## config.mk

```make
export PLATFORM = sky130hd
export DESIGN_NAME = cbs_ctrl
export DESIGN_NICKNAME = d
export VERILOG_FILES = /design/src/design/cbs_pkg.sv /design/src/design/cbs_ctrl.sv
export SDC_FILE = /design/constraint.sdc
export NUM_CORES = 1
export LEC_CHECK = 0
export BUFFER_PORTS_ARGS = -buffer_cell sky130_fd_sc_hd__buf_2
export CAP_MARGIN = 25
export CORE_AREA = 2 2 72 74
export CTS_CLUSTER_SIZE = 25
export DETAILED_ROUTE_END_ITERATION = 8
export DIE_AREA = 0 0 74 76
export GPL_TIMING_DRIVEN = 0
export PLACE_DENSITY = 0.79
export SLEW_MARGIN = 5
export SYNTH_ARGS = -nofsm -noshare
export SYNTH_HDL_FRONTEND = slang
export SYNTH_SLANG_ARGS = --single-unit
```

## constraint.sdc

```tcl
create_clock -name clk -period 4.8 [get_ports clk]
set_input_delay 0 -clock clk [delete_from_list [all_inputs] [get_ports clk]]
set_output_delay 0 -clock clk [all_outputs]
set_load 0.03 [all_outputs]
```

## src/design/cbs_pkg.sv

```systemverilog
package cbs_pkg;

	// Widest frame index and run length over the supported frame-count range (up to 64)
	localparam int IDX_W = 6;
	localparam int LEN_W = 7;

	localparam logic [7:0]  GAIN_RST   = 8'd5;
	localparam logic [15:0] REWARD_RST = 16'd2000;

	localparam logic [7:0] REG_GAIN   = 8'd0;
	localparam logic [7:0] REG_REWARD = 8'd1;

	typedef struct packed {
		logic [7:0] chan_a;
		logic [7:0] chan_b;
		logic [7:0] chan_c;
		logic       last_frame;
	} item_t;

	typedef struct packed {
		logic [15:0] fg_mask;
		logic [3:0]  best_start;
		logic [4:0]  best_length;
		logic        too_many;
	} result_t;

	typedef enum logic [4:0] {
		S_IDLE,
		S_SORT_RD,
		S_SORT_LATCH,
		S_SORT_SCAN,
		S_SORT_WR,
		S_RUN_INIT,
		S_RUN_RD,
		S_RUN_ACC,
		S_RUN_P1,
		S_RUN_P2,
		S_RUN_DIV,
		S_RUN_DIVW,
		S_RUN_V1,
		S_RUN_V2,
		S_RUN_SQRT,
		S_RUN_SQW,
		S_RUN_G1,
		S_RUN_G2,
		S_RUN_CMP,
		S_MASK_RD,
		S_MASK_SCAN,
		S_DONE
	} state_t;

	typedef struct packed {
		logic             load_we;
		logic [IDX_W-1:0] addr;
		logic [IDX_W-1:0] idx;
		logic [IDX_W-1:0] start;
		logic [LEN_W-1:0] len;
		logic             i_latch;
		logic             rank_clr;
		logic             rank_en;
		logic             j_lt_i;
		logic             sort_wr;
		logic             acc_clr;
		logic             acc_en;
		logic             div_go;
		logic             sqrt_go;
		logic             cmp_en;
		logic             best_clr;
		logic             mask_clr;
		logic             mask_en;
	} cmd_t;

	typedef struct packed {
		logic div_busy;
		logic sqrt_busy;
	} sts_t;

endpackage

```

## src/design/cbs_ctrl.sv

```systemverilog
// Sequencer: frame load, rank sort, run sweep, mask pass, result strobe
module cbs_ctrl #(
	parameter int MAX_FRAMES = 16
) (
	input  logic          clk,
	input  logic          arst_n,
	input  logic          start,
	input  logic          last_frame,
	input  cbs_pkg::sts_t sts,
	output cbs_pkg::cmd_t cmd,
	output logic          busy,
	output logic          done,
	output logic          too_many
);

	localparam int FW = $clog2(MAX_FRAMES);
	localparam int LW = $clog2(MAX_FRAMES + 1);

	cbs_pkg::state_t state_q, state_d;
	logic [LW-1:0] cnt_q, cnt_d;
	logic          ovf_q, ovf_d;
	logic [FW-1:0] i_q, i_d;
	logic [FW-1:0] j_q, j_d;
	logic [FW-1:0] start_q, start_d;
	logic [LW-1:0] len_q, len_d;
	logic [LW-1:0] n_m1;
	logic [LW:0]   run_end;
	logic          i_last;

	always_ff @(posedge clk or negedge arst_n) begin
		if (!arst_n) begin
			state_q <= cbs_pkg::S_IDLE;
			cnt_q   <= '0;
			ovf_q   <= 1'b0;
			i_q     <= '0;
			j_q     <= '0;
			start_q <= '0;
			len_q   <= '0;
		end else begin
			state_q <= state_d;
			cnt_q   <= cnt_d;
			ovf_q   <= ovf_d;
			i_q     <= i_d;
			j_q     <= j_d;
			start_q <= start_d;
			len_q   <= len_d;
		end
	end

	assign n_m1    = cnt_q - 1'b1;
	assign i_last  = (LW'(i_q) == n_m1);
	assign run_end = (LW+1)'(start_q) + (LW+1)'(len_q);

	always_comb begin
		state_d = state_q;
		cnt_d   = cnt_q;
		ovf_d   = ovf_q;
		i_d     = i_q;
		j_d     = j_q;
		start_d = start_q;
		len_d   = len_q;
		cmd     = '0;
		unique case (state_q)
			cbs_pkg::S_IDLE: begin
				if (start) begin
					if (cnt_q < LW'(MAX_FRAMES)) begin
						cmd.load_we = 1'b1;
						cmd.addr    = cbs_pkg::IDX_W'(cnt_q);
						cnt_d       = cnt_q + 1'b1;
					end else begin
						ovf_d = 1'b1;
					end
					if (last_frame) begin
						i_d     = '0;
						state_d = cbs_pkg::S_SORT_RD;
					end
				end
			end
			cbs_pkg::S_SORT_RD: begin
				cmd.addr = cbs_pkg::IDX_W'(i_q);
				state_d  = cbs_pkg::S_SORT_LATCH;
			end
			cbs_pkg::S_SORT_LATCH: begin
				cmd.i_latch  = 1'b1;
				cmd.rank_clr = 1'b1;
				j_d          = '0;
				state_d      = cbs_pkg::S_SORT_SCAN;
			end
			cbs_pkg::S_SORT_SCAN: begin
				cmd.rank_en = 1'b1;
				cmd.j_lt_i  = (j_q < i_q);
				if (LW'(j_q) == n_m1) begin
					state_d = cbs_pkg::S_SORT_WR;
				end else begin
					cmd.addr = cbs_pkg::IDX_W'(j_q + 1'b1);
					j_d      = j_q + 1'b1;
				end
			end
			cbs_pkg::S_SORT_WR: begin
				cmd.sort_wr = 1'b1;
				cmd.idx     = cbs_pkg::IDX_W'(i_q);
				if (i_last) begin
					start_d = '0;
					state_d = cbs_pkg::S_RUN_INIT;
				end else begin
					i_d     = i_q + 1'b1;
					state_d = cbs_pkg::S_SORT_RD;
				end
			end
			cbs_pkg::S_RUN_INIT: begin
				cmd.acc_clr = 1'b1;
				len_d       = LW'(1);
				state_d     = cbs_pkg::S_RUN_RD;
			end
			cbs_pkg::S_RUN_RD: begin
				cmd.addr = cbs_pkg::IDX_W'(run_end - 1'b1);
				state_d  = cbs_pkg::S_RUN_ACC;
			end
			cbs_pkg::S_RUN_ACC: begin
				cmd.acc_en = 1'b1;
				state_d    = cbs_pkg::S_RUN_P1;
			end
			cbs_pkg::S_RUN_P1: state_d = cbs_pkg::S_RUN_P2;
			cbs_pkg::S_RUN_P2: state_d = cbs_pkg::S_RUN_DIV;
			cbs_pkg::S_RUN_DIV: begin
				cmd.div_go = 1'b1;
				state_d    = cbs_pkg::S_RUN_DIVW;
			end
			cbs_pkg::S_RUN_DIVW: begin
				if (!sts.div_busy) begin
					state_d = cbs_pkg::S_RUN_V1;
				end
			end
			cbs_pkg::S_RUN_V1: state_d = cbs_pkg::S_RUN_V2;
			cbs_pkg::S_RUN_V2: state_d = cbs_pkg::S_RUN_SQRT;
			cbs_pkg::S_RUN_SQRT: begin
				cmd.sqrt_go = 1'b1;
				state_d     = cbs_pkg::S_RUN_SQW;
			end
			cbs_pkg::S_RUN_SQW: begin
				if (!sts.sqrt_busy) begin
					state_d = cbs_pkg::S_RUN_G1;
				end
			end
			cbs_pkg::S_RUN_G1: state_d = cbs_pkg::S_RUN_G2;
			cbs_pkg::S_RUN_G2: state_d = cbs_pkg::S_RUN_CMP;
			cbs_pkg::S_RUN_CMP: begin
				cmd.cmp_en = 1'b1;
				if (run_end < (LW+1)'(cnt_q)) begin
					len_d   = len_q + 1'b1;
					state_d = cbs_pkg::S_RUN_RD;
				end else if (LW'(start_q) == n_m1) begin
					state_d = cbs_pkg::S_MASK_RD;
				end else begin
					start_d = start_q + 1'b1;
					state_d = cbs_pkg::S_RUN_INIT;
				end
			end
			cbs_pkg::S_MASK_RD: begin
				cmd.mask_clr = 1'b1;
				i_d          = '0;
				state_d      = cbs_pkg::S_MASK_SCAN;
			end
			cbs_pkg::S_MASK_SCAN: begin
				cmd.mask_en = 1'b1;
				cmd.idx     = cbs_pkg::IDX_W'(i_q);
				if (i_last) begin
					state_d = cbs_pkg::S_DONE;
				end else begin
					cmd.addr = cbs_pkg::IDX_W'(i_q + 1'b1);
					i_d      = i_q + 1'b1;
				end
			end
			cbs_pkg::S_DONE: begin
				cmd.best_clr = 1'b1;
				cnt_d        = '0;
				ovf_d        = 1'b0;
				state_d      = cbs_pkg::S_IDLE;
			end
			default: state_d = cbs_pkg::S_IDLE;
		endcase
		cmd.start = cbs_pkg::IDX_W'(start_q);
		cmd.len   = cbs_pkg::LEN_W'(len_q);
	end

	assign busy     = (state_q != cbs_pkg::S_IDLE);
	assign done     = (state_q == cbs_pkg::S_DONE);
	assign too_many = ovf_q;

endmodule

```

==> metrics.yaml, run 1 <==
synth:
  syn-instance-count: 315
  synth-edff-count: 0
  synth_compound_area_frac: 0.193
  synth_top_family_by_area: "simple AND/OR/NAND/NOR gates"
  syn-mean-instance-area_um2: 8.30
  async_flop_share: 1.00
  yosys_most_used_dff: "dfrtp_1"
  yosys_warnings: 0
  ys_ff_latch: 28
  yosys.area_share.adder: 0.0938
  synth-simple-area-share: 0.226
  synth-xor-area-share: 0.117
  yosysSeqAreaShare: 0.268
  yosys.cell_types.count: 56
  synthMuxAreaShare: 0.0172
  synth_area_um2: 2610
detailed_routing:
  drt_first_pass_iters: 5
  totalWireLength_um: 6620
  avgViaCountPerCell: 5.61
  num_vias: 2446
  drcViolationCount: 0
  postRouteAntennaNets: 0
  wl_per_cell_um: 15.2
  drt-initial-drc-count: 114
final_layout:
  drive_gt1_frac: 0.189
  multiInputGateArea_um2: 1720
  seqCellArea_um2: 701
  most-common-layout-cells: "43 x buf_2, 38 x nor2_1, 28 x dfrtp_1"
  post-route-util: 0.609
  design_area_um2: 2990
  fill_cells: 441
  nets: 392
  syn_to_final_growth_pct: 14.4
  final_common_cell: "buf_2"
  antennaDiodeCount: 0
die:
  rows: 26
  io_pins: 48
  die_w_um: 74
  initial_core_util: 0.532
  fp.dieArea_um2: 5620
  design.core.area_um2: 4910
  die_h_um: 76
worst_hold_path:
  hp-class: "in2reg"
placement:
  hpwl_um: 5060
  postPlaceCellArea_um2: 2930
  dp_slack_ns: 1.09
  gp_routability_congestion: 0.940
  port_buffers: 41
setup_path:
  worstSetupPathType: "reg2reg"
  cp_max_fo: 10
  cp-end-kind: "register"
  path_cells: "ha_1 > inv_1 > fa_1 > inv_1 > a21o_1 > a21oi_1 > xnor2_1 > ha_1 > a221oi_1 > o21ai_0 > nor3b_1 > buf_2 > nand4_1 > mux2_2"
  critPathTopFamily: "adder cells"
  cp.required_ns: 4.98
  cpPeakStageDelay_ns: 0.49
  critPathArrivalTime_ns: 3.90
  startpoint_type: "register"
  worst-path-buf-inv: 3
  cpMaxStageDelayCell: "dfrtp_1"
clock_network:
  insertion_delay_ns: 0.29
  cts_max_level: 1
  cts_buffer_depth: 2
  cts_made_buffers: 3
  tritoncts: "done"
  cts-resized-gates: 0
  cts_root_buf: "clkbuf_8"
  cts_setup_buffers: 0
  hold_buffers: 1
  cts_num_sinks: 28
  path_clk_slew_ns: 0.10
power:
  irDropWorstVdd_mv: 0.0871
  clkPwrFrac: 0.380
  switching_power_w: 0.0000953
  p_int_w: 0.000315
  pwr-share-seq: 0.574
  leakage_nw: 1.49
  combPwrFrac: 0.046
  power_density_nw_per_um2: 137
  p_sw_frac: 0.232
timing:
  post-route-min-period_ns: 3.73
  fin_crit_sh: 0.777
  fin_skew_ns: 0.00608
  tightest_slew_ns: 1.01
  hold_violations: 0
  rsz0062_at_grt: "false"
  clock.fmax_ghz: 0.268
  max_slew_margin: 0.323
  setup-tns-final_ns: 0
  setup_viol: 0
  setup_slack_ns: 1.07
  slew_violations: 0
  hold_ws_ns: 0.00888
global_routing:
  antenna_found_initial: 0
  grt_max_degree: 29
  grt_use_total: 0.244
  gr-total-overflow: 0
  first_global_vias: 2302
  grt_pass1_wl_um: 10900
outcome:
  status: "completed"
run:
  cap_violations: 0
## layer usage
layer	up-vias	wire length, um	track usage
li1	1207	-	-
met1	1168	2980	0.331
met2	65	3320	0.411
met3	6	261	0.0238
met4	0	53	0.0600
met5	-	0	0
## tightest hold or removal path, stage by stage
cell	delay [ns]
buf_2	0.13
nand3_1	0.06
a21oi_1	0.06
## registers in the layout (all words and copies together), names as in the netlist
register / cells
i_q: 4
cnt_q: 5
state_q: 5
j_q: 4
too_many: 1
len_q: 5
start_q: 4
## stage by stage
step                      total power (W)  cells
after global routing             0.000424    436
after floorplan                  0.000251    320
after detailed placement         0.000259    431
after CTS                        0.000413    436
after global placement           0.000259    431
final                            0.000411    436
## layout make-up
cell class	count	share of cell area
Inverter	21	0.0264
Multi-Input combinational cell	247	0.574
Tap cell	70	0.0293
Buffer	24	0.0460
Clock buffer	4	0.0184
Timing Repair Buffer	42	0.0720
Sequential cell	28	0.234
## Yosys cell counts, drive strengths merged (3+ instances only)
library cell / instances / area [um2]
or4: 3 / 22.5
inv: 21 / 78.8
nor3: 6 / 35.0
a31oi: 5 / 31.3
nand4: 7 / 43.8
o21ai: 13 / 65.1
a21o: 5 / 37.5
ha: 18 / 225
nor2b: 3 / 18.8
nand3: 12 / 60.1
o211ai: 6 / 45.0
dfrtp: 28 / 701
and3: 4 / 25.0
nand2b: 4 / 25.0
xor2: 11 / 104
clkbuf: 12 / 45.0
a21oi: 10 / 50.1
mux2: 4 / 45.0
or3: 3 / 23.8
nor2: 38 / 143
nor3b: 5 / 37.5
buf: 12 / 92.6
a221oi: 4 / 35.0
o31ai: 9 / 67.6
nand2: 25 / 93.8
xnor2: 18 / 158
## cell families after synthesis
family | Yosys count
adder cells (fa/ha/maj) | 19
XOR/XNOR | 31
flip-flops | 28
AND/OR/NAND/NOR | 118
AO/OA/AOI/OAI | 69
other | 1
buffers and inverters | 45
multiplexers | 4
## worst paths after layout
check | start | end | slack [ns] | cells after the start
max in group asynchronous | arst_n | start_q[2] | 4.08 | 2
max | start_q[0] | len_q[4] | 1.07 | 14
min | start | cnt_q[4] | 0.009 | 3
min in group asynchronous | arst_n | i_q[2] | 0.29 | 2
max reg2reg | start_q[0] | len_q[4] | 1.07 | 14
min reg2reg | too_many | too_many | 0.51 | 2
## power groups by stage
stage	clock network, W	registers [W]	logic (W)
finish	0.000156	0.000236	0.0000189
global route	0.000167	0.000236	0.0000211
floorplan	0	0.000240	0.0000109
detailed placement	0	0.000240	0.0000186
global placement	0	0.000240	0.0000184
CTS	0.000158	0.000236	0.0000192
Power figures use the tool's default switching activity.
==> inputs of run 2 (changes only) <==
Settings changed: ABC_AREA set to 1, CORE_AREA 2 2 72 74 to 2 2 74 76, DIE_AREA 0 0 74 76 to 0 0 76 78, PLACE_DENSITY 0.79 to 0.78.
Clock period 4.8 ns to 3.72 ns, I/O delays scaled along.
==> metrics.yaml, run 2 <==
timing:
  fin_crit_sh: 0.734
  post-route-min-period_ns: 2.73
  rsz0062_at_grt: "false"
  slew_violations: 0
  tightest_slew_ns: 0.690
  fin_skew_ns: 0.00942
  clock.fmax_ghz: 0.366
  setup_viol: 0
  setup-tns-final_ns: 0
  hold_violations: 0
  max_slew_margin: 0.540
clock_network:
  cts_made_buffers: 3
  cts_root_buf: "clkbuf_8"
  cts_num_sinks: 28
  cts_max_level: 1
  cts_buffer_depth: 2
  insertion_delay_ns: 0.29
  path_clk_slew_ns: 0.11
  tritoncts: "done"
  cts_setup_buffers: 0
placement:
  gp_routability_congestion: 0.913
  dp_cells: 512
  port_buffers: 41
  hpwl_um: 5510
power:
  leakage_nw: 1.71
  irDropWorstVdd_mv: 0.373
  power_density_nw_per_um2: 588
setup_path:
  worstSetupPathType: "reg2reg"
  r2r_cells: 12
  ff2ff_setup_slack_ns: 0.99
  cp_max_fo: 10
  startpoint_type: "register"
  cp-end-kind: "register"
  r2r_end: "len_q[2]"
  r2r_start: "start_q[0]"
  cp.required_ns: 3.96
  critPathArrivalTime_ns: 2.97
synth:
  synthTopCellsByCount: "102 x nand2_1, 50 x inv_1, 39 x nor2_1"
  synth_top_family_by_area: "simple AND/OR/NAND/NOR gates"
  synth-xor-area-share: 0.0508
  async_flop_share: 1.00
  synthMuxAreaShare: 0
  yosys.area_share.adder: 0.0898
  yosys_most_used_dff: "dfrtp_1"
  yosys.cell_types.count: 42
  synth-edff-count: 0
  synth-simple-area-share: 0.389
  ys_ff_latch: 28
  yosysMostFrequentCell: "nand2_1"
  yosys_warnings: 0
  synth_top_area_frac: 0.257
  yosysSeqAreaShare: 0.257
  syn-instance-count: 396
  yosysTopAreaCell: "dfrtp_1"
  synth_compound_area_frac: 0.103
  synth_area_um2: 2730
  syn-mean-instance-area_um2: 6.90
  synth_area_leaders: "dfrtp_1 26%, nand2_1 14%, ha_1 8.2%"
final_layout:
  syn_to_final_growth_pct: 14.4
  nets: 473
  most-common-layout-cells: "102 x nand2_1, 50 x inv_1, 43 x buf_2"
  drive_gt1_frac: 0.213
  seqCellArea_um2: 701
  final_common_cell: "nand2_1"
  top_regs: "cnt_q x5, len_q x5, state_q x5"
  fill_cells: 484
  multiInputGateArea_um2: 1750
  antennaDiodeCount: 0
  fin_cells: 517
global_routing:
  grt_use_total: 0.246
  grt_pass1_wl_um: 11900
  gr-total-overflow: 0
  grt_max_degree: 29
  first_global_vias: 2580
  antenna_found_initial: 0
die:
  io_pins: 48
  die_w_um: 76
  rows: 26
  design.core.area_um2: 5040
  initial_core_util: 0.542
  die_h_um: 78
  fp.dieArea_um2: 5930
detailed_routing:
  totalWireLength_um: 7100
  drt-initial-drc-count: 190
  postRouteAntennaNets: 0
  drt_first_pass_iters: 5
  wl_per_cell_um: 13.7
  num_vias: 2734
  avgViaCountPerCell: 5.29
  drcViolationCount: 0
worst_hold_path:
  hold_depth: 3
  min_from: "start"
  hold_end: "too_many"
  hp-class: "in2reg"
outcome:
  status: "completed"
run:
  cap_violations: 0
## run 2: cell count changes after synthesis, moves of 5 or more
cell	change
a21o_1	-5
clkbuf_1	-12
inv_1	+29
inv_2	+8
nand2_1	+77
nand2_2	+7
nand3_1	+20
nor2_4	+5
nor3_1	+5
o21ai_0	-5
o21ai_1	+6
o31ai_1	-9
xnor2_1	-12
## run 2: where the power goes
part | switching [W] | leakage [nW] | internal [W]
Clock | 0.000111 | 0.0357 | 0.000145
Sequential | 0.0000897 | 0.353 | 0.000373
Combinational | 0.000761 | 1.32 | 0.000357
## run 2: area by class of cell
| class | instances | share of cell area |
|---|---|---|
| Tap cell | 70 | 0.0280 |
| Clock buffer | 3 | 0.0132 |
| Timing Repair Buffer | 42 | 0.0689 |
| Clock inverter | 1 | 0.00961 |
| Multi-Input combinational cell | 304 | 0.560 |
| Sequential cell | 28 | 0.224 |
| Buffer | 11 | 0.0260 |
| Inverter | 58 | 0.0697 |
## run 2: worst max-delay path by stage
stage / start / endpoint / slack, ns
floorplan: start_q[0] / len_q[2] / 1.14
global placement: start_q[0] / len_q[3] / 1.04
detailed placement: start_q[0] / len_q[2] / 1.00
CTS: start_q[0] / len_q[2] / 0.99
global route: start_q[0] / len_q[0] / 0.73
finish: start_q[0] / len_q[2] / 0.99
## run 2: cells by family (layout without fill, tap and decap cells)
logic type / count (synthesis) / in the layout
AOI/OAI and AO/OA: 43 / 43
adders and majority gates: 19 / 19
DFF: 28 / 28
xor gates and xnor gates: 15 / 15
and+or+nand+nor: 221 / 221
other: 1 / 6
buffers and inverters: 69 / 115
## run 2: repair_timing
action                                 in CTS  in global routing
endpoints found under the hold margin      28                  0
setup endpoints to repair                   0                  0
gates resized for setup                     0                  0
hold buffers                                1                  0
## run 2: critical path, stage by stage, from the launching register on
cell and delay, ns:
dfrtp_1 0.49, ha_1 0.23, inv_1 0.06, fa_1 0.39, o21ai_0 0.22, xor2_1 0.29
inv_1 0.08, ha_1 0.19, nor2_1 0.16, nand3_2 0.21, nand2_1 0.21, nand2_1 0.08
nand2_1 0.06
## run 2: layer usage
layer,wire [um],global-route usage,part of all wire
met1,3120,0.313,0.44
met2,3460,0.437,0.49
met3,358,0.0256,0.050
met4,165,0.0818,0.023
met5,0,0,0
## run 2: stage by stage
step                hold slack, ns  total power, W   util  cell area, um2  setup WS, ns
detailed placement          0.0737         0.00158  0.603            3040          1.00
global route                0.0573         0.00199  0.620            3120         0.725
CTS                         0.0439         0.00183  0.620            3120         0.992
floorplan                   -0.296         0.00131      -            2750          1.14
global placement            0.0740         0.00155  0.603            3040          1.04
finish                      0.0384         0.00184  0.620            3120         0.990
==> inputs of run 3 (changes only) <==
Settings changed: ABC_AREA 1 to 0, CORE_AREA 2 2 74 76 to 2 2 72 74, DIE_AREA 0 0 76 78 to 0 0 74 76, PLACE_DENSITY 0.78 to 0.79.
Clock period 3.72 ns to 2.8 ns, I/O delays scaled along.
==> metrics.yaml, run 3 (synthesis results as in run 1) <==
clock_network:
  cts_buffer_depth: 2
  cts_num_sinks: 28
  cts_root_buf: "clkbuf_8"
  cts_max_level: 1
  cts_made_buffers: 3
  tritoncts: "done"
  path_clk_slew_ns: 0.11
  insertion_delay_ns: 0.28
die:
  die_h_um: 76
  die_w_um: 74
  design.core.area_um2: 4910
  rows: 26
  fp.dieArea_um2: 5620
  io_pins: 48
  initial_core_util: 0.532
timing:
  clock.fmax_ghz: 0.324
  hold_ws_ns: 0.00496
  fin_skew_ns: 0.00692
  setup_viol: 12
  setup_slack_ns: -0.282
  rsz0062_at_grt: "true"
  fin_crit_sh: 1.10
  post-route-min-period_ns: 3.08
  slew_violations: 0
  tightest_slew_ns: 0.968
  hold_violations: 0
  max_slew_margin: 0.350
setup_path:
  path_cells: "ha_4 > inv_2 > fa_2 > inv_1 > a21o_1 > a21oi_2 > xnor2_2 > ha_1 > a221oi_2 > o21ai_2 > nor3b_2 > buf_4 > nand4_1 > mux2_4"
  cp-end-kind: "register"
  cpMaxStageDelayCell: "dfrtp_2"
  worstSetupPathType: "reg2reg"
  cp.required_ns: 2.98
  critPathArrivalTime_ns: 3.26
  r2r_start: "start_q[0]"
  ff2ff_setup_slack_ns: -0.28
  startpoint_type: "register"
  r2r_end: "len_q[4]"
  r2r_cells: 14
  cp_max_fo: 4
  cpPeakStageDelay_ns: 0.41
placement:
  postPlaceCellArea_um2: 2980
  port_buffers: 41
  gp_routability_congestion: 0.912
  hpwl_um: 4930
  dp_slack_ns: -0.460
final_layout:
  post-route-util: 0.664
  drive_gt1_frac: 0.300
  design_area_um2: 3260
  nets: 406
  top_regs: "cnt_q x5, len_q x5, state_q x5"
  final_common_cell: "buf_2"
  syn_to_final_growth_pct: 24.7
  antennaDiodeCount: 0
  most-common-layout-cells: "41 x buf_2, 36 x nor2_1, 24 x nand2_1"
  fill_cells: 414
power:
  leakage_nw: 1.60
  irDropWorstVdd_mv: 0.169
  power_density_nw_per_um2: 209
detailed_routing:
  avgViaCountPerCell: 5.76
  postRouteAntennaNets: 0
  drcViolationCount: 0
  totalWireLength_um: 7130
  num_vias: 2593
  drt-initial-drc-count: 214
  wl_per_cell_um: 15.8
  drt_first_pass_iters: 4
global_routing:
  gr-total-overflow: 0
  grt_pass1_wl_um: 11000
  grt_max_degree: 29
  antenna_found_initial: 0
  grt_use_total: 0.244
  first_global_vias: 2356
outcome:
  failed_checks: "negative setup slack"
  status: "finished with violations"
worst_hold_path:
  hold_end: "cnt_q[4]"
  hold_depth: 3
  min_from: "start"
  hp-class: "in2reg"
run:
  cap_violations: 0
[run 3: final cells by class]
| type | instances | area (um2) | area share |
|---|---|---|---|
| multi-input combinational | 247 | 1850 | 0.567 |
| sequential | 28 | 707 | 0.217 |
| clock buffer | 4 | 45.0 | 0.0138 |
| inverter | 21 | 78.8 | 0.0242 |
| timing repair buffer | 58 | 358 | 0.110 |
| buffer | 22 | 134 | 0.0411 |
| tap | 70 | 87.6 | 0.0269 |
[run 3: worst max path at each step]
| stage | start | to | slack [ns] | depth (start not counted) |
|---|---|---|---|---|
| global placement | start_q[0] | len_q[4] | -0.38 | 14 |
| floorplan | start_q[0] | len_q[4] | -0.29 | 14 |
| CTS | start_q[0] | len_q[4] | -0.17 | 14 |
| global route | start_q[0] | len_q[4] | -0.41 | 14 |
| finish | start_q[0] | len_q[4] | -0.28 | 14 |
| detailed placement | start_q[0] | len_q[4] | -0.46 | 14 |
[run 3: power breakdown]
part           switching, W   total, W  internal [W]
Sequential                0   0.000404      0.000404
Combinational     0.0000225  0.0000326     0.0000101
Clock              0.000141   0.000243      0.000102
[run 3: per-stage QoR]
stage / total power, W / cells / setup TNS [ns]
finish: 0.000680 / 450 / -1.98
floorplan: 0.000431 / 320 / -0.494
CTS: 0.000681 / 444 / -0.946
detailed placement: 0.000444 / 431 / -2.82
global placement: 0.000444 / 431 / -1.73
global route: 0.000701 / 450 / -3.51
[run 3: repair_timing]
item                       CTS  global route
gates cloned                 0             0
hold endpoints to repair    28             0
pin swaps                    5             7
hold buffers                 1             0
setup endpoints to repair   21            22
resized for setup            5            25
buffers inserted             8             8
[run 3: worst max-delay path: cells and delay by family (launching register included)]
kind	cells	cell delay (ns)
adder cells (fa/ha/maj)	3	0.82
multiplexers	1	0.32
flip-flops	1	0.41
XOR/XNOR	1	0.14
buffers and inverters	3	0.29
AO/OA/AOI/OAI	4	0.61
AND/OR/NAND/NOR	2	0.39
[run 3: metal layers]
| layer | wire, um | share of wire | GRT usage | vias to the layer above |
|---|---|---|---|---|
| li1 | - | - | - | 1249 |
| met1 | 3040 | 0.43 | 0.339 | 1227 |
| met2 | 3570 | 0.50 | 0.397 | 98 |
| met3 | 347 | 0.049 | 0.0251 | 19 |
| met4 | 171 | 0.024 | 0.0691 | 0 |
| met5 | 0 | 0 | 0 | - |
